==> config.mk <==
export PLATFORM = sky130hd
export DESIGN_NAME = saturating_fixed_point_alu_flat
export DESIGN_NICKNAME = d
export VERILOG_FILES = /design/src/rtl/sfpalu_pkg.sv /design/src/rtl/sfpalu_req_if.sv /design/src/rtl/sfpalu_rsp_if.sv /design/src/rtl/saturating_fixed_point_alu.sv /design/src/rtl/sfpalu_front.sv /design/src/rtl/sfpalu_queue.sv /design/src/rtl/sfpalu_back.sv /design/src/flat_wrapper.sv
export SDC_FILE = /design/constraint.sdc
export NUM_CORES = 1
export LEC_CHECK = 0
export BUFFER_PORTS_ARGS = -buffer_cell sky130_fd_sc_hd__buf_2
export CORE_MARGIN = 2
export CORE_UTILIZATION = 65
export DETAILED_ROUTE_END_ITERATION = 16
export PLACE_DENSITY = 0.87
export SETUP_SLACK_MARGIN = 0.5
export SYNTH_ARGS = -nofsm -noshare
export SYNTH_HDL_FRONTEND = slang
export SYNTH_SLANG_ARGS = --single-unit
==> constraint.sdc <==
create_clock -name clk -period 17.4 [get_ports clk]
set_clock_uncertainty 0.15 [all_clocks]
set_input_delay 4.35 -clock clk [delete_from_list [all_inputs] [get_ports clk]]
set_output_delay 4.35 -clock clk [all_outputs]
set_load 0.005 [all_outputs]
==> src/rtl/sfpalu_pkg.sv <==
`timescale 1ns / 1ps
`default_nettype none
// ---------------------------------------------------------------------------
// sfpalu_pkg
// Shared constants, operation codes and types of the saturating Q-format ALU.
// ---------------------------------------------------------------------------
package sfpalu_pkg;

    localparam int SFPALU_DATA_WIDTH  = 16;
    localparam int SFPALU_FRAC_BITS   = 8;
    localparam int SFPALU_QUEUE_DEPTH = 2;

    // Operation codes on the request channel
    localparam logic [1:0] OP_ADD = 2'd0;
    localparam logic [1:0] OP_SUB = 2'd1;
    localparam logic [1:0] OP_MUL = 2'd2;
    localparam logic [1:0] OP_DIV = 2'd3;

    // Work class decided by the front end
    localparam int KIND_W = 3;

    typedef enum logic [KIND_W-1:0] {
        KIND_ADD,
        KIND_SUB,
        KIND_MUL,
        KIND_DIV,
        KIND_DIVZ
    } kind_t;

    // Execution unit sequencer
    typedef enum logic [2:0] {
        ST_IDLE,
        ST_MUL,
        ST_RND,
        ST_DIV_PREP,
        ST_DIV,
        ST_DIV_FIX,
        ST_EMIT
    } st_t;

endpackage
`default_nettype wire

==> src/rtl/sfpalu_req_if.sv <==
`timescale 1ns / 1ps
`default_nettype none
// ---------------------------------------------------------------------------
// sfpalu_req_if
// Request channel: operation, two Q-format operands and the sticky clear.
// ---------------------------------------------------------------------------
interface sfpalu_req_if
    import sfpalu_pkg::*;
#(
    parameter int DATA_WIDTH = SFPALU_DATA_WIDTH
) ();

    logic                         valid;
    logic                         ready;
    logic [1:0]                   req_type;
    logic signed [DATA_WIDTH-1:0] operand_a;
    logic signed [DATA_WIDTH-1:0] operand_b;
    logic                         clear_sticky;

    modport source (
        output valid, req_type, operand_a, operand_b, clear_sticky,
        input  ready
    );

    modport sink (
        input  valid, req_type, operand_a, operand_b, clear_sticky,
        output ready
    );

endinterface
`default_nettype wire

==> src/rtl/sfpalu_rsp_if.sv <==
`timescale 1ns / 1ps
`default_nettype none
// ---------------------------------------------------------------------------
// sfpalu_rsp_if
// Result channel: saturated value, per-operation flag and sticky flag.
// ---------------------------------------------------------------------------
interface sfpalu_rsp_if
    import sfpalu_pkg::*;
#(
    parameter int DATA_WIDTH = SFPALU_DATA_WIDTH
) ();

    logic                         valid;
    logic                         ready;
    logic signed [DATA_WIDTH-1:0] result_value;
    logic                         saturated;
    logic                         limit_sticky;

    modport source (
        output valid, result_value, saturated, limit_sticky,
        input  ready
    );

    modport sink (
        input  valid, result_value, saturated, limit_sticky,
        output ready
    );

endinterface
`default_nettype wire

==> src/rtl/saturating_fixed_point_alu.sv <==
`timescale 1ns / 1ps
`default_nettype none
// ---------------------------------------------------------------------------
// saturating_fixed_point_alu
// Signed Q-format ALU (add, subtract, rounded multiply, divide) with
// saturation, a per-result limit flag and a sticky limit flag.
// ---------------------------------------------------------------------------
// Usage:
//   req : one transfer per operation (req_type, operand_a, operand_b,
//         clear_sticky); rsp : one transfer per result (result_value,
//         saturated, limit_sticky), in request order.
//   A front end registers and classifies each request, a short queue holds
//   it, and the execution unit works on one item at a time.
//   A request passes the front end register and the queue into the
//   execution unit; add, subtract and divide by zero go from ST_IDLE to
//   ST_EMIT, a multiply through ST_MUL (multiply) and ST_RND (round), a
//   divide through ST_DIV_PREP, the ST_DIV loop and ST_DIV_FIX, and ST_EMIT
//   clamps and fills the result register that drives rsp.valid. Throughput
//   is set by the execution unit, which takes the next item only in ST_IDLE;
//   the restoring divider makes one quotient bit per cycle.
//   Reset clears the sticky flag, empties the queue and drops any result not
//   yet transferred. When rsp is stalled the result register holds, the
//   execution unit waits, and the front end keeps taking requests until the
//   queue and its own register are full.
// ---------------------------------------------------------------------------
module saturating_fixed_point_alu
    import sfpalu_pkg::*;
#(
    parameter int DATA_WIDTH  = SFPALU_DATA_WIDTH,
    parameter int FRAC_BITS   = SFPALU_FRAC_BITS,
    parameter int QUEUE_DEPTH = SFPALU_QUEUE_DEPTH
) (
    input  wire logic    clk,
    input  wire logic    rst_n,
    sfpalu_req_if.sink   req,
    sfpalu_rsp_if.source rsp
);

    localparam int CMD_W = KIND_W + 1 + 2 * DATA_WIDTH;

    logic             fr_valid;
    logic             fr_ready;
    logic [CMD_W-1:0] fr_data;
    logic             ex_valid;
    logic             ex_ready;
    logic [CMD_W-1:0] ex_data;

    // Accept and classify requests
    sfpalu_front #(
        .DATA_WIDTH (DATA_WIDTH)
    ) u_front (
        .clk       (clk),
        .rst_n     (rst_n),
        .req       (req),
        .cmd_valid (fr_valid),
        .cmd_ready (fr_ready),
        .cmd_data  (fr_data)
    );

    // Decouple the front end from the execution unit
    sfpalu_queue #(
        .WIDTH (CMD_W),
        .DEPTH (QUEUE_DEPTH)
    ) u_queue (
        .clk        (clk),
        .rst_n      (rst_n),
        .push_valid (fr_valid),
        .push_ready (fr_ready),
        .push_data  (fr_data),
        .pop_valid  (ex_valid),
        .pop_ready  (ex_ready),
        .pop_data   (ex_data)
    );

    // Execute, saturate and hold the result for transfer
    sfpalu_back #(
        .DATA_WIDTH (DATA_WIDTH),
        .FRAC_BITS  (FRAC_BITS)
    ) u_back (
        .clk       (clk),
        .rst_n     (rst_n),
        .cmd_valid (ex_valid),
        .cmd_ready (ex_ready),
        .cmd_data  (ex_data),
        .rsp       (rsp)
    );

endmodule
`default_nettype wire

==> src/rtl/sfpalu_front.sv <==
`timescale 1ns / 1ps
`default_nettype none
// ---------------------------------------------------------------------------
// sfpalu_front
// Accept requests, classify them (divide by zero split off) and register.
// ---------------------------------------------------------------------------
module sfpalu_front
    import sfpalu_pkg::*;
#(
    parameter int  DATA_WIDTH = SFPALU_DATA_WIDTH,
    localparam int CMD_W      = KIND_W + 1 + 2 * DATA_WIDTH
) (
    input  wire logic             clk,
    input  wire logic             rst_n,
    sfpalu_req_if.sink            req,
    output logic                  cmd_valid,
    input  wire logic             cmd_ready,
    output logic [CMD_W-1:0]      cmd_data
);

    typedef struct packed {
        kind_t                        kind;
        logic                         clr;
        logic signed [DATA_WIDTH-1:0] a;
        logic signed [DATA_WIDTH-1:0] b;
    } cmd_t;

    cmd_t cmd_reg;
    cmd_t cmd_next;
    logic valid_reg;
    logic valid_next;
    logic take;

    assign req.ready = !valid_reg || cmd_ready;
    assign take      = req.valid && req.ready;

    always_comb
    begin
        cmd_next.clr = req.clear_sticky;
        cmd_next.a   = req.operand_a;
        cmd_next.b   = req.operand_b;
        unique case (req.req_type)
            OP_ADD: cmd_next.kind = KIND_ADD;
            OP_SUB: cmd_next.kind = KIND_SUB;
            OP_MUL: cmd_next.kind = KIND_MUL;
            OP_DIV: cmd_next.kind = (req.operand_b == '0) ? KIND_DIVZ : KIND_DIV;
        endcase
    end

    always_comb
    begin
        if (take)
            valid_next = 1'b1;
        else if (cmd_ready)
            valid_next = 1'b0;
        else
            valid_next = valid_reg;
    end

    always_ff @(posedge clk or negedge rst_n)
    begin
        if (!rst_n)
            valid_reg <= 1'b0;
        else
            valid_reg <= valid_next;
    end

    always_ff @(posedge clk)
    begin
        if (take)
            cmd_reg <= cmd_next;
    end

    assign cmd_valid = valid_reg;
    assign cmd_data  = cmd_reg;

endmodule
`default_nettype wire

==> src/rtl/sfpalu_queue.sv <==
`timescale 1ns / 1ps
`default_nettype none
// ---------------------------------------------------------------------------
// sfpalu_queue
// Short first-in first-out queue between the front end and the execution unit.
// ---------------------------------------------------------------------------
module sfpalu_queue
    import sfpalu_pkg::*;
#(
    parameter int  WIDTH = 1,
    parameter int  DEPTH = SFPALU_QUEUE_DEPTH,
    localparam int PTR_W = (DEPTH > 1) ? $clog2(DEPTH) : 1,
    localparam int CNT_W = $clog2(DEPTH + 1)
) (
    input  wire logic             clk,
    input  wire logic             rst_n,
    input  wire logic             push_valid,
    output logic                  push_ready,
    input  wire logic [WIDTH-1:0] push_data,
    output logic                  pop_valid,
    input  wire logic             pop_ready,
    output logic [WIDTH-1:0]      pop_data
);

    logic [WIDTH-1:0] entry_reg [DEPTH];
    logic [PTR_W-1:0] wr_ptr_reg;
    logic [PTR_W-1:0] wr_ptr_next;
    logic [PTR_W-1:0] rd_ptr_reg;
    logic [PTR_W-1:0] rd_ptr_next;
    logic [CNT_W-1:0] count_reg;
    logic [CNT_W-1:0] count_next;
    logic             push;
    logic             pop;

    assign push_ready = (count_reg != CNT_W'(DEPTH));
    assign pop_valid  = (count_reg != '0);
    assign push       = push_valid && push_ready;
    assign pop        = pop_valid && pop_ready;
    assign pop_data   = entry_reg[rd_ptr_reg];

    always_comb
    begin
        wr_ptr_next = wr_ptr_reg;
        rd_ptr_next = rd_ptr_reg;
        count_next  = count_reg;
        if (push)
            wr_ptr_next = (wr_ptr_reg == PTR_W'(DEPTH - 1)) ? '0 : wr_ptr_reg + 1'b1;
        if (pop)
            rd_ptr_next = (rd_ptr_reg == PTR_W'(DEPTH - 1)) ? '0 : rd_ptr_reg + 1'b1;
        if (push && !pop)
            count_next = count_reg + 1'b1;
        else if (pop && !push)
            count_next = count_reg - 1'b1;
    end

    always_ff @(posedge clk or negedge rst_n)
    begin
        if (!rst_n)
        begin
            wr_ptr_reg <= '0;
            rd_ptr_reg <= '0;
            count_reg  <= '0;
        end
        else
        begin
            wr_ptr_reg <= wr_ptr_next;
            rd_ptr_reg <= rd_ptr_next;
            count_reg  <= count_next;
        end
    end

    always_ff @(posedge clk)
    begin
        if (push)
            entry_reg[wr_ptr_reg] <= push_data;
    end

`ifndef SYNTH
    a_count_bound: assert property (@(posedge clk) disable iff (!rst_n)
        count_reg <= CNT_W'(DEPTH))
        else $error("queue count beyond depth");
`endif

endmodule
`default_nettype wire

==> src/rtl/sfpalu_back.sv <==
`timescale 1ns / 1ps
`default_nettype none
// ---------------------------------------------------------------------------
// sfpalu_back
// Execution unit: add/subtract, multiply with rounding, restoring divide,
// saturation, sticky flag and the result register.
// ---------------------------------------------------------------------------
module sfpalu_back
    import sfpalu_pkg::*;
#(
    parameter int  DATA_WIDTH = SFPALU_DATA_WIDTH,
    parameter int  FRAC_BITS  = SFPALU_FRAC_BITS,
    localparam int CMD_W      = KIND_W + 1 + 2 * DATA_WIDTH
) (
    input  wire logic             clk,
    input  wire logic             rst_n,
    input  wire logic             cmd_valid,
    output logic                  cmd_ready,
    input  wire logic [CMD_W-1:0] cmd_data,
    sfpalu_rsp_if.source          rsp
);

    // Raw width holds products and divide numerators without wrap
    localparam int RAW_W = (2 * DATA_WIDTH > DATA_WIDTH + FRAC_BITS + 2)
                         ? 2 * DATA_WIDTH : DATA_WIDTH + FRAC_BITS + 2;
    localparam int NB    = DATA_WIDTH + FRAC_BITS + 1;   // quotient bits
    localparam int CNT_W = $clog2(NB);
    localparam int DVS_W = DATA_WIDTH + 1;

    localparam logic signed [RAW_W-1:0] SAT_MAX_R =
        {{(RAW_W - DATA_WIDTH + 1){1'b0}}, {(DATA_WIDTH - 1){1'b1}}};
    localparam logic signed [RAW_W-1:0] SAT_MIN_R =
        {{(RAW_W - DATA_WIDTH + 1){1'b1}}, {(DATA_WIDTH - 1){1'b0}}};
    localparam logic signed [RAW_W-1:0] HALF_R = RAW_W'(1) << (FRAC_BITS - 1);

    typedef struct packed {
        kind_t                        kind;
        logic                         clr;
        logic signed [DATA_WIDTH-1:0] a;
        logic signed [DATA_WIDTH-1:0] b;
    } cmd_t;

    cmd_t cmd;
    st_t  state_reg;
    st_t  state_next;

    logic signed [DATA_WIDTH-1:0]   a_reg;
    logic signed [DATA_WIDTH-1:0]   b_reg;
    logic signed [RAW_W-1:0]        raw_reg;
    logic [DVS_W-1:0]               rem_reg;
    logic [DVS_W-1:0]               dvs_reg;
    logic [NB-1:0]                  quo_reg;
    logic [CNT_W-1:0]               cnt_reg;
    logic                           neg_reg;
    logic                           clr_reg;
    logic                           sticky_reg;
    logic                           sticky_next;
    logic                           out_valid_reg;
    logic                           out_valid_next;
    logic signed [DATA_WIDTH-1:0]   out_value_reg;
    logic                           out_sat_reg;
    logic                           out_sticky_reg;

    logic signed [2*DATA_WIDTH-1:0] prod;
    logic signed [RAW_W-1:0]        raw_abs;
    logic signed [DVS_W-1:0]        b_ext;
    logic [DVS_W-1:0]               b_abs;
    logic [DVS_W-1:0]               shifted;
    logic [DVS_W:0]                 diff;
    logic signed [RAW_W-1:0]        q_ext;
    logic                           a_pos;
    logic                           ge_max;
    logic                           le_min;
    logic                           sat_hit;
    logic signed [DATA_WIDTH-1:0]   sat_value;
    logic                           out_free;
    logic                           emit;

    assign cmd = cmd_data;

    // Datapath helpers
    assign prod    = a_reg * b_reg;
    assign raw_abs = raw_reg[RAW_W-1] ? -raw_reg : raw_reg;
    assign b_ext   = DVS_W'(b_reg);
    assign b_abs   = b_reg[DATA_WIDTH-1] ? DVS_W'(-b_ext) : DVS_W'(b_ext);
    assign shifted = {rem_reg[DVS_W-2:0], quo_reg[NB-1]};
    assign diff    = {1'b0, shifted} - {1'b0, dvs_reg};
    assign q_ext   = signed'(RAW_W'(quo_reg));
    assign a_pos   = !cmd.a[DATA_WIDTH-1] && (cmd.a != '0);

    // Clamp; reaching an extreme exactly also counts
    assign ge_max    = (raw_reg >= SAT_MAX_R);
    assign le_min    = (raw_reg <= SAT_MIN_R);
    assign sat_hit   = ge_max || le_min;
    assign sat_value = ge_max ? SAT_MAX_R[DATA_WIDTH-1:0]
                     : le_min ? SAT_MIN_R[DATA_WIDTH-1:0]
                     : raw_reg[DATA_WIDTH-1:0];

    assign out_free = !out_valid_reg || rsp.ready;

    // Next state
    always_comb
    begin
        state_next = state_reg;
        unique case (state_reg)
            ST_IDLE:
            begin
                if (cmd_valid)
                begin
                    unique case (cmd.kind)
                        KIND_MUL: state_next = ST_MUL;
                        KIND_DIV: state_next = ST_DIV_PREP;
                        default:  state_next = ST_EMIT;
                    endcase
                end
            end
            ST_MUL:      state_next = ST_RND;
            ST_RND:      state_next = ST_EMIT;
            ST_DIV_PREP: state_next = ST_DIV;
            ST_DIV:
            begin
                if (cnt_reg == CNT_W'(NB - 1))
                    state_next = ST_DIV_FIX;
            end
            ST_DIV_FIX:  state_next = ST_EMIT;
            ST_EMIT:
            begin
                if (out_free)
                    state_next = ST_IDLE;
            end
            default:     state_next = ST_IDLE;
        endcase
    end

    // Sequencer outputs
    always_comb
    begin
        cmd_ready = 1'b0;
        emit      = 1'b0;
        unique case (state_reg)
            ST_IDLE: cmd_ready = 1'b1;
            ST_EMIT: emit      = out_free;
            default: ;
        endcase
    end

    always_comb
    begin
        sticky_next    = sticky_reg;
        out_valid_next = out_valid_reg;
        if (emit)
        begin
            sticky_next    = clr_reg ? 1'b0 : (sticky_reg || sat_hit);
            out_valid_next = 1'b1;
        end
        else if (rsp.ready)
            out_valid_next = 1'b0;
    end

    always_ff @(posedge clk or negedge rst_n)
    begin
        if (!rst_n)
        begin
            state_reg     <= ST_IDLE;
            sticky_reg    <= 1'b0;
            out_valid_reg <= 1'b0;
        end
        else
        begin
            state_reg     <= state_next;
            sticky_reg    <= sticky_next;
            out_valid_reg <= out_valid_next;
        end
    end

    always_ff @(posedge clk)
    begin
        unique case (state_reg)
            ST_IDLE:
            begin
                if (cmd_valid)
                begin
                    clr_reg <= cmd.clr;
                    a_reg   <= cmd.a;
                    b_reg   <= cmd.b;
                    unique case (cmd.kind)
                        KIND_ADD:  raw_reg <= RAW_W'(cmd.a) + RAW_W'(cmd.b);
                        KIND_SUB:  raw_reg <= RAW_W'(cmd.a) - RAW_W'(cmd.b);
                        KIND_DIV:  raw_reg <= (RAW_W'(cmd.a) <<< FRAC_BITS)
                                            + (RAW_W'(cmd.b) >>> 1);
                        KIND_DIVZ: raw_reg <= a_pos ? SAT_MAX_R : SAT_MIN_R;
                        default:   raw_reg <= raw_reg;
                    endcase
                end
            end
            ST_MUL:
                raw_reg <= RAW_W'(prod);
            ST_RND:
                raw_reg <= (raw_reg + HALF_R) >>> FRAC_BITS;
            ST_DIV_PREP:
            begin
                neg_reg <= raw_reg[RAW_W-1] ^ b_reg[DATA_WIDTH-1];
                quo_reg <= raw_abs[NB-1:0];
                dvs_reg <= b_abs;
                rem_reg <= '0;
                cnt_reg <= '0;
            end
            ST_DIV:
            begin
                if (!diff[DVS_W])
                begin
                    rem_reg <= diff[DVS_W-1:0];
                    quo_reg <= {quo_reg[NB-2:0], 1'b1};
                end
                else
                begin
                    rem_reg <= shifted;
                    quo_reg <= {quo_reg[NB-2:0], 1'b0};
                end
                cnt_reg <= cnt_reg + 1'b1;
            end
            ST_DIV_FIX:
                raw_reg <= neg_reg ? -q_ext : q_ext;
            ST_EMIT:
            begin
                if (emit)
                begin
                    out_value_reg  <= sat_value;
                    out_sat_reg    <= sat_hit;
                    out_sticky_reg <= sticky_reg || sat_hit;
                end
            end
            default: ;
        endcase
    end

    assign rsp.valid        = out_valid_reg;
    assign rsp.result_value = out_value_reg;
    assign rsp.saturated    = out_sat_reg;
    assign rsp.limit_sticky = out_sticky_reg;

`ifndef SYNTH
    a_div_rem: assert property (@(posedge clk) disable iff (!rst_n)
        (state_reg == ST_DIV) |-> (rem_reg < dvs_reg))
        else $error("partial remainder not below divisor");

    a_div_nonzero: assert property (@(posedge clk) disable iff (!rst_n)
        (state_reg == ST_DIV) |-> (dvs_reg != '0))
        else $error("zero divisor reached the divide loop");

    a_div_count: assert property (@(posedge clk) disable iff (!rst_n)
        (state_reg == ST_DIV) |-> (cnt_reg < CNT_W'(NB)))
        else $error("divide step counter overran");

    a_sticky_cover: assert property (@(posedge clk) disable iff (!rst_n)
        (out_valid_reg && out_sat_reg) |-> out_sticky_reg)
        else $error("saturated result reported without sticky flag");
`endif

endmodule
`default_nettype wire
==> src/flat_wrapper.sv <==
// flat-port wrapper written by rule: the top's interface ports become plain ports
module saturating_fixed_point_alu_flat import sfpalu_pkg::*;
#(
    parameter int DATA_WIDTH  = SFPALU_DATA_WIDTH,
    parameter int FRAC_BITS   = SFPALU_FRAC_BITS,
    parameter int QUEUE_DEPTH = SFPALU_QUEUE_DEPTH
)
  (clk, rst_n, req_valid, req_req_type, req_operand_a, req_operand_b, req_clear_sticky, req_ready, rsp_valid, rsp_result_value, rsp_saturated, rsp_limit_sticky, rsp_ready);
  sfpalu_req_if #(.DATA_WIDTH(DATA_WIDTH)) req_i ();
  sfpalu_rsp_if #(.DATA_WIDTH(DATA_WIDTH)) rsp_i ();
  input  wire logic clk;
  input  wire logic rst_n;
  input wire logic [$bits(req_i.valid)-1:0] req_valid;
  input wire logic [$bits(req_i.req_type)-1:0] req_req_type;
  input wire logic [$bits(req_i.operand_a)-1:0] req_operand_a;
  input wire logic [$bits(req_i.operand_b)-1:0] req_operand_b;
  input wire logic [$bits(req_i.clear_sticky)-1:0] req_clear_sticky;
  output wire logic [$bits(req_i.ready)-1:0] req_ready;
  output wire logic [$bits(rsp_i.valid)-1:0] rsp_valid;
  output wire logic [$bits(rsp_i.result_value)-1:0] rsp_result_value;
  output wire logic [$bits(rsp_i.saturated)-1:0] rsp_saturated;
  output wire logic [$bits(rsp_i.limit_sticky)-1:0] rsp_limit_sticky;
  input wire logic [$bits(rsp_i.ready)-1:0] rsp_ready;
  assign req_i.valid = req_valid;
  assign req_i.req_type = req_req_type;
  assign req_i.operand_a = req_operand_a;
  assign req_i.operand_b = req_operand_b;
  assign req_i.clear_sticky = req_clear_sticky;
  assign req_ready = req_i.ready;
  assign rsp_valid = rsp_i.valid;
  assign rsp_result_value = rsp_i.result_value;
  assign rsp_saturated = rsp_i.saturated;
  assign rsp_limit_sticky = rsp_i.limit_sticky;
  assign rsp_i.ready = rsp_ready;
  saturating_fixed_point_alu #(.DATA_WIDTH(DATA_WIDTH), .FRAC_BITS(FRAC_BITS), .QUEUE_DEPTH(QUEUE_DEPTH)) u_core (.clk(clk), .rst_n(rst_n), .req(req_i), .rsp(rsp_i));
endmodule
# Word-level counts from Yosys, hierarchy flattened

Memory sizes are Yosys's and may differ from the RTL's.
Index checks and enable logic that the tools add are counted.

Bits in registers: 193
RAM bits: 72
Input port bits: 39
Output and inout bits: 20
Word-level logic and storage cells: 125
Memories kept: 1

Memory list:

| name                     | words | bits a word | read ports | clocked after Yosys merged registers in | wr ports | RTL line           | source |
|---|---|---|---|---|---|---|---|
| u_core.u_queue.entry_reg | 2     | 36          | 1          | 0                                       | 1        | sfpalu_queue.sv:25 | `logic [WIDTH-1:0] entry_reg [DEPTH];` |

Add/subtract/negate cells: 13
$mul: 1
Magnitude comparators: 2
Equal/unequal tests: 19
Mux-type cells: 33
Bitwise gates (word level): 1
Reductions and logical operators: 31

Operators by type and width:

| cell                    | number |
|---|---|
| $pmux W32 S4            | 2 |
| $mux W32                | 3 |
| $pmux W25 S2            | 1 |
| $add A32 B9 Y32 const B | 1 |
| $ge A32 B16 Y1 const B  | 1 |
| $le A32 B16 Y1 const B  | 1 |
| $mul A16 B16 Y32        | 1 |
| $mux W16                | 2 |
| $neg A25 Y32            | 1 |
| $pmux W16 S2            | 1 |
| $add A24 B15 Y25        | 1 |
| $mux W25                | 1 |
| $neg A25 Y25            | 1 |
| $pmux W3 S6             | 1 |
| $sub A17 B17 Y18        | 1 |
| $add A16 B16 Y17        | 1 |
| $neg A16 Y17            | 1 |
| $sub A16 B16 Y17        | 1 |
| $logic_not A16 Y1       | 1 |
| $reduce_bool A16 Y1     | 1 |
| $mux W15                | 1 |
| $eq A3 B2 Y1 const B    | 4 |
| $eq A3 B3 Y1 const B    | 4 |
| $mux W1                 | 12 |
| 27 further kinds        | 55 |

# Logic depth before layout (Yosys ltp)

Gate-level depths: netlist of the first run.
An unclocked memory read counts as a cell.

Depth in word-level cells: 7
Depth in mapped cells: 25
Gate-level depth less buffers: 23

# By module

Synthesis of the first run repeated with hierarchy kept, for this count alone.

Cell total of the unflattened synthesis: 2515
Area, all modules: 25300.5 µm²

Modules (own cells, without submodules):

| module       | instances | cells an instance | area an instance (µm²) | sequential area each (µm²) |
|---|---|---|---|---|
| sfpalu_back  | 1         | 2334              | 21166.6                | 4539.4 |
| sfpalu_queue | 1         | 130               | 2941.6                 | 2262.2 |
| sfpalu_front | 1         | 51                | 1192.4                 | 1106.1 |

# Worst setup path before layout of the first run

OpenSTA, ideal clock, no wires.

Path type: reg2reg
Start: register u_core.u_back.b_reg[5]
End: register u_core.u_back.raw_reg[28] (data pin)
Library setup time: 271 ps
Arrival time: 6421 ps
Data required time: 16979 ps
Path slack: 10558 ps
Stages on the path, launching flop included: 22
Buffers on the path: 2
Period minus slack after synthesis: 6842 ps
Cell sequence: edfxtp_1 clkbuf_1 clkbuf_1 nand2_1 fa_1 inv_1 fa_1 fa_1 fa_1 fa_1 inv_1 fa_1 inv_1 ha_1 a21o_1 a21o_1 a211o_1 a31oi_1 o21ai_0 a41oi_1 nor3b_1 nor4_1

Word-level cells in the longest chain between the ends: 2

Ends and longest elaborated chain:

| element                | RTL line           | source |
|---|---|---|
| from (decl)            | sfpalu_back.sv:48  | `logic signed [DATA_WIDTH-1:0] b_reg;` |
| from (signal assigned) | sfpalu_back.sv:185 | `b_reg <= cmd.b;` |
| $mul A16 B16 Y32       | sfpalu_back.sv:82  | `assign prod = a_reg * b_reg;` |
| $pmux W32 S4           | sfpalu_back.sv:178 | `unique case (state_reg)` |
| to (signal assigned)   | sfpalu_back.sv:187 | `KIND_ADD: raw_reg <= RAW_W'(cmd.a) + RAW_W'(cmd.b);` |
| to (signal assigned)   | sfpalu_back.sv:188 | `KIND_SUB: raw_reg <= RAW_W'(cmd.a) - RAW_W'(cmd.b);` |
| to (signal assigned)   | sfpalu_back.sv:189 | `KIND_DIV: raw_reg <= (RAW_W'(cmd.a) <<< FRAC_BITS)` |
| to (decl)              | sfpalu_back.sv:49  | `logic signed [RAW_W-1:0] raw_reg;` |

Every way passes these cells.
A chain may end at the register's enable or synchronous reset.

# Worst setup path in the final report of the first run

Start: register u_core.u_back.b_reg[15]
End: register u_core.u_back.raw_reg[28] (data pin)

Same word-level chain as after synthesis.

==> results of run 1 <==
per-stage QoR:
stage                util  hold WS (ns)
floorplan               -         0.246
global placement    0.679         0.259
detailed placement  0.679         0.284
CTS                 0.701         0.291
global route        0.701         0.295
finish              0.701         0.294
per-layer routing:
layer	vias up	track usage
li1	8592	-
met1	9531	0.448
met2	1018	0.557
met3	201	0.0514
met4	0	0.127
met5	-	0
worst paths after layout:
check,end,slack (ns),cells after the start
setup / recovery,u_core.u_back.raw_reg[28],9.58,19
hold / removal,u_core.u_queue.entry_reg[1][15],0.29,0
setup reg to reg,u_core.u_back.raw_reg[28],9.58,19
hold reg to reg,u_core.u_queue.entry_reg[1][15],0.29,0
max in group asynchronous,u_core.u_queue.rd_ptr_reg,13.39,1
min in group asynchronous,u_core.u_queue.wr_ptr_reg,3.49,1
critical path, cell delays in order, from the launching register on:
cell	delay, ns
edfxtp_1	0.97
inv_1	0.59
nor2_1	0.30
fa_1	0.47
fa_1	0.54
fa_1	0.52
fa_1	0.51
fa_1	0.55
inv_1	0.06
fa_1	0.53
inv_1	0.06
ha_1	0.36
a21o_1	0.21
a21o_1	0.19
a211o_1	0.28
a31oi_1	0.23
o21ai_0	0.21
a41oi_1	0.38
nor3b_1	0.31
nor4_1	0.10
kinds of logic after synthesis:
kind of cell,after synthesis
AND/OR/NAND/NOR,712
buffers and inverters,513
AO/OA/AOI/OAI,447
adder cells (fa/ha/maj),421
flip-flops,265
XOR/XNOR,158
multiplexers,48
other,1
area by class of cell:
| type | count | area (sq um) | share of cell area |
|---|---|---|---|
| tap | 518 | 648 | 0.0238 |
| timing repair buffer | 77 | 433 | 0.0159 |
| clock buffer | 34 | 723 | 0.0266 |
| sequential | 265 | 7910 | 0.291 |
| multi-input combinational | 1787 | 15900 | 0.583 |
| inverter | 398 | 1490 | 0.0549 |
| antenna | 2 | 5.00 | 0.000184 |
| clock inverter | 15 | 130 | 0.00478 |
layout by cell type, fill, tap and decap left out, types with 58 or more instances in the layout:
cell type,n
nor2_1,114
o21ai_0,113
fa_1,266
ha_1,155
inv_1,397
a21oi_1,93
buf_2,58
xnor2_1,101
and2_1,129
nand2_1,233
edfxtp_1,255
==> reports/metrics.csv, run 1 <==
stage;metric;value;unit
clock_tree;cts-hold-fix-buffers;0;
grt;antenna_found_initial;0;
worst_setup_path;critPathLaunch;u_core.u_back.b_reg[15];
job;max_cap_violations;0;
placed_design;place_ws;9.72;ns
worst_setup_path;crit_type;flop to flop;
synthesis;synthSimpleGateAreaFrac;0.140;
die;start_util;0.662;
die;pin_count;59;
synthesis;async_flop_share;0.0377;
grt;grt_pass1_wl;108000;um
clock_tree;clock-root-buffer;clkbuf_16;
detailed_routing;route.met2.wl;32100;um
detailed_routing;drt_iter0_markers;1948;
sta;setup_tns;0;ns
detailed_routing;drtPass1Iterations;6;
sta;final.period_utilization;0.449;
synthesis;synth_top_family_by_area;adder cells;
synthesis;synth_common_cells;inv_1 (397), fa_1 (266), edfxtp_1 (255);
sta;setup_violations;0;
sta;final_hold_viol_count;0;
clock_tree;post_cts_resized;0;
die;design.die.area;41200;sq um
detailed_routing;dr_wl_met3;5890;um
placed_design;placedCellCount;3045;
clock_tree;cts_tree;done;
run_status;status;finished, final reports clean;
worst_setup_path;regToRegStartpoint;u_core.u_back.b_reg[15];
placed_design;gp_congestion;0.982;
synthesis;ys.flop_type;edfxtp_1;
synthesis;synth-edff-count;255;
clock_tree;insertion_delay;0.56;ns
worst_setup_path;cp.required;17.54;ns
detailed_routing;top_layer_used;met4;
detailed_routing;drc;0;
placed_design;io_buffers;58;
synthesis;yosysMostFrequentCell;inv_1;
detailed_routing;route.vias.total;19342;
die;core_area;38800;sq um
clock_tree;cts_max_path_buffers;3;
clock_tree;cts.sinks;265;
detailed_routing;vias_per_cell;6.25;
worst_setup_path;worstPathMaxFanout;20;
synthesis;ys_seq_elements;265;
grt;grt_usage;0.335;
worst_hold_path;min_path_type;flop to flop;
finish;layout.nets;3017;
synthesis;syn_nets;3025;
synthesis;synthAdderAreaFrac;0.283;
placed_design;place_area;26400;sq um
synthesis;synth_seq_area_share;0.308;
sta;tightest_slew;1.24;ns
sta;max_freq;128;MHz
clock_tree;postCtsSetupRepairBufs;0;
clock_tree;cts_buffers;28;
finish;final_area;27200;sq um
finish;area.growth.synth_to_final;5.87;%
sta;slew_viol_final;0;
grt;grt_max_degree;54;
die;die_x;203;um
finish;n_fill_cell;2810;
worst_setup_path;crit_path_end_kind;flop;
worst_setup_path;start_kind;flop;
clock_tree;h-tree-depth;1;
sta;slew_headroom;0.155;
finish;drive_gt1_frac;0.0749;
detailed_routing;drt_wl_total;66500;um
sta;final.setup.worst_slack;9.58;ns
synthesis;synth_top_area_frac;0.298;
finish;largest_reg_flops;72;
detailed_routing;ant_nets;0;
clock_tree;clk_pin_slew;0.07;ns
synthesis;synthMuxAreaShare;0.0198;
sta;rsz0062_at_grt;false;
synthesis;yosys.cell_types.count;89;
sta;layout_min_cycle_time;7.82;ns
synthesis;syn_avg_cell_area;10.0;sq um
worst_setup_path;crit_arrival;7.96;ns
synthesis;syn_inst;2565;
synthesis;syn_area;25700;sq um
finish;layoutNonFillerInstCount;3096;
grt;gr-total-overflow;0;
synthesis;yosysWarnings;0;
detailed_routing;drt-met1-wl;25800;um
synthesis;synth_top_cells_by_area;edfxtp_1 (30%), fa_1 (21%), ha_1 (7.5%), inv_1 (5.8%), xnor2_1 (3.4%);
die;rows;72;
detailed_routing;wl_per_cell;21.5;um
die;die_h;203;um
grt;grt_pass1_vias;20273;
synthesis;synth_area_leader_cell;edfxtp_1;
synthesis;synthXorXnorAreaFrac;0.0538;
worst_hold_path;hp-start;u_core.u_front.cmd_data[15];
placed_design;dp.final_hpwl;50900;um
synthesis;synth_compound_area_frac;0.120;
Power of run 1 is left out: the tool's default activity adds up to more than one toggle a clock period on the data nets, which glitch-free logic cannot reach.
==> inputs of run 2 (changes only) <==
==> constraint.sdc (replaced) <==
create_clock -name clk -period 7.6 [get_ports clk]
set_clock_uncertainty 0.15 [all_clocks]
set_input_delay 1.9 -clock clk [delete_from_list [all_inputs] [get_ports clk]]
set_output_delay 1.9 -clock clk [all_outputs]
set_load 0.005 [all_outputs]
==> reports/metrics.csv, run 2 (synthesized netlist as in run 1, its figures left out) <==
stage;metric;value;unit;change
detailed_routing;drtPass1Iterations;7;;was 6
grt;grt_usage;0.338;;was 0.335
clock_tree;h-tree-depth;1;;unchanged
clock_tree;clock-root-buffer;clkbuf_16;;unchanged
clock_tree;cts-hold-fix-buffers;0;;unchanged
finish;layout_common_cells;inv_1 (394), fa_1 (265), edfxtp_1 (255), nand2_1 (231), ha_1 (154);;was inv_1 (397), fa_1 (266), edfxtp_1 (255), nand2_1 (233), ha_1 (155)
sta;final.setup.worst_slack;0.652;ns;was 9.58 ns
worst_hold_path;min_path_type;flop to flop;;unchanged
finish;area.growth.synth_to_final;8.84;%;was 5.87%
sta;final_hold_viol_count;0;;unchanged
run_status;status;finished, final reports clean;;unchanged
grt;grt_pass1_wl;109000;um;was 108000 um
die;design.die.area;41200;sq um;unchanged
die;start_util;0.662;;unchanged
clock_tree;insertion_delay;0.59;ns;was 0.56 ns
die;die_h;203;um;unchanged
clock_tree;clk_pin_slew;0.07;ns;about the same
sta;slew_headroom;0.195;;was 0.155
grt;antenna_found_initial;5;;was 0
placed_design;place_area;26400;sq um;about the same
detailed_routing;wl_per_cell;21.8;um;was 21.5 um
grt;gr-total-overflow;0;;unchanged
finish;final_area;28000;sq um;was 27200 sq um
detailed_routing;drt_wl_total;69200;um;was 66500 um
placed_design;dp.final_hpwl;51800;um;was 50900 um
finish;regArea;7910;sq um;unchanged
finish;largest_reg_flops;72;;unchanged
detailed_routing;drt_iter0_markers;2049;;was 1948
worst_setup_path;crit_path_end;u_core.u_back.raw_reg[31];;was u_core.u_back.raw_reg[28]
detailed_routing;vias_per_cell;6.25;;about the same
job;max_cap_violations;0;;unchanged
die;core_area;38800;sq um;unchanged
sta;layout_min_cycle_time;6.95;ns;was 7.82 ns
sta;setup_tns;0;ns;unchanged
sta;setup_violations;0;;unchanged
sta;max_freq;144;MHz;was 128 MHz
die;die_x;203;um;unchanged
placed_design;place_ws;0.555;ns;was 9.72 ns
worst_setup_path;crit_type;flop to flop;;unchanged
placed_design;gp_congestion;0.967;;was 0.982
worst_setup_path;start_kind;flop;;unchanged
worst_setup_path;regToRegStartpoint;u_core.u_back.b_reg[4];;was u_core.u_back.b_reg[15]
clock_tree;cts_buffers;28;;unchanged
sta;tightest_slew;1.18;ns;was 1.24 ns
grt;grt_pass1_vias;20393;;was 20.3k
clock_tree;cts_max_path_buffers;3;;unchanged
finish;layout.nets;3092;;was 3017
detailed_routing;route.vias.total;19835;;was 19.3k
clock_tree;cts_tree;done;;unchanged
worst_setup_path;crit_arrival;7.23;ns;was 7.96 ns
finish;drive_gt1_frac;0.104;;was 0.0749
detailed_routing;drc;0;;unchanged
detailed_routing;ant_nets;0;;unchanged
die;rows;72;;unchanged
worst_setup_path;crit_path_end_kind;flop;;unchanged
worst_setup_path;reg2reg_depth;20;;was 19
clock_tree;cts.sinks;265;;unchanged
sta;rsz0062_at_grt;false;;unchanged
finish;multi_input_area;15900;sq um;about the same
worst_setup_path;r2r_end;u_core.u_back.raw_reg[31];;was u_core.u_back.raw_reg[28]
sta;slew_viol_final;0;;unchanged
finish;mostFrequentLayoutCell;inv_1;;unchanged
finish;n_fill_cell;2649;;was 2810
worst_setup_path;worstPathMaxFanout;12;;was 20
worst_setup_path;rrSetupSlack;0.65;ns;was 9.58 ns
sta;final.period_utilization;0.914;;was 0.449
worst_setup_path;critPathLaunch;u_core.u_back.b_reg[4];;was u_core.u_back.b_reg[15]
die;pin_count;59;;unchanged
worst_setup_path;cp.required;7.88;ns;was 17.54 ns
placed_design;io_buffers;58;;unchanged
grt;grt_max_degree;54;;unchanged
[run 2: layout make-up]
class / count / area share
sequential: 265 / 0.283
multi-input combinational: 1787 / 0.568
timing repair buffer: 152 / 0.0389
inverter: 398 / 0.0534
clock buffer: 33 / 0.0257
tap: 518 / 0.0232
antenna: 2 / 0.000179
clock inverter: 18 / 0.00805
[run 2: per-layer routing]
layer,up-vias,part of all wire,global-route usage
li1,8743,-,-
met2,1143,0.48,0.570
met3,243,0.097,0.0581
met1,9704,0.37,0.430
met4,2,0.052,0.156
met5,-,0.00017,0
[run 2: worst min-delay path by stage]
stage                                startpoint                               to  cells after the start
floorplan                 u_core.u_back.clr_reg         u_core.u_back.sticky_reg                      1
detailed placement  u_core.u_front.cmd_data[12]  u_core.u_queue.entry_reg[0][12]                      0
global route         u_core.u_front.cmd_data[6]   u_core.u_queue.entry_reg[1][6]                      0
finish                    u_core.u_back.clr_reg         u_core.u_back.sticky_reg                      1
global placement          u_core.u_back.clr_reg         u_core.u_back.sticky_reg                      1
CTS                       u_core.u_back.clr_reg         u_core.u_back.sticky_reg                      1
[run 2: stage by stage]
step | cells | utilization | hold slack [ns]
2_1_floorplan | 2565 | - | 0.246
6_report | 3173 | 0.721 | 0.282
3_3_place_gp | 3052 | 0.680 | 0.266
5_1_grt | 3171 | 0.721 | 0.303
3_5_place_dp | 3052 | 0.680 | 0.280
4_1_cts | 3103 | 0.705 | 0.289
[run 2: timing repair]
action / 4_1_cts / 5_1_grt
endpoints found under the setup margin: 0 / 13
resized for setup: 0 / 7
setup buffers: 0 / 68
endpoints found under the hold margin: 0 / 0
[run 2: critical path, cell delays in order (launching register included)]
cell and delay, ns:
edfxtp_1 0.60, and2_1 0.28, fa_1 0.49, inv_1 0.06
fa_1 0.51, fa_1 0.54, inv_1 0.06, fa_1 0.47
fa_1 0.55, inv_1 0.06, fa_1 0.58, inv_1 0.06
ha_1 0.41, nand4_1 0.25, buf_4 0.21, o211a_1 0.29
a2111oi_4 0.40, o221ai_2 0.17, nor2b_4 0.15, or3_1 0.37
a31oi_1 0.13
Power of run 2 is left out for the same reason.
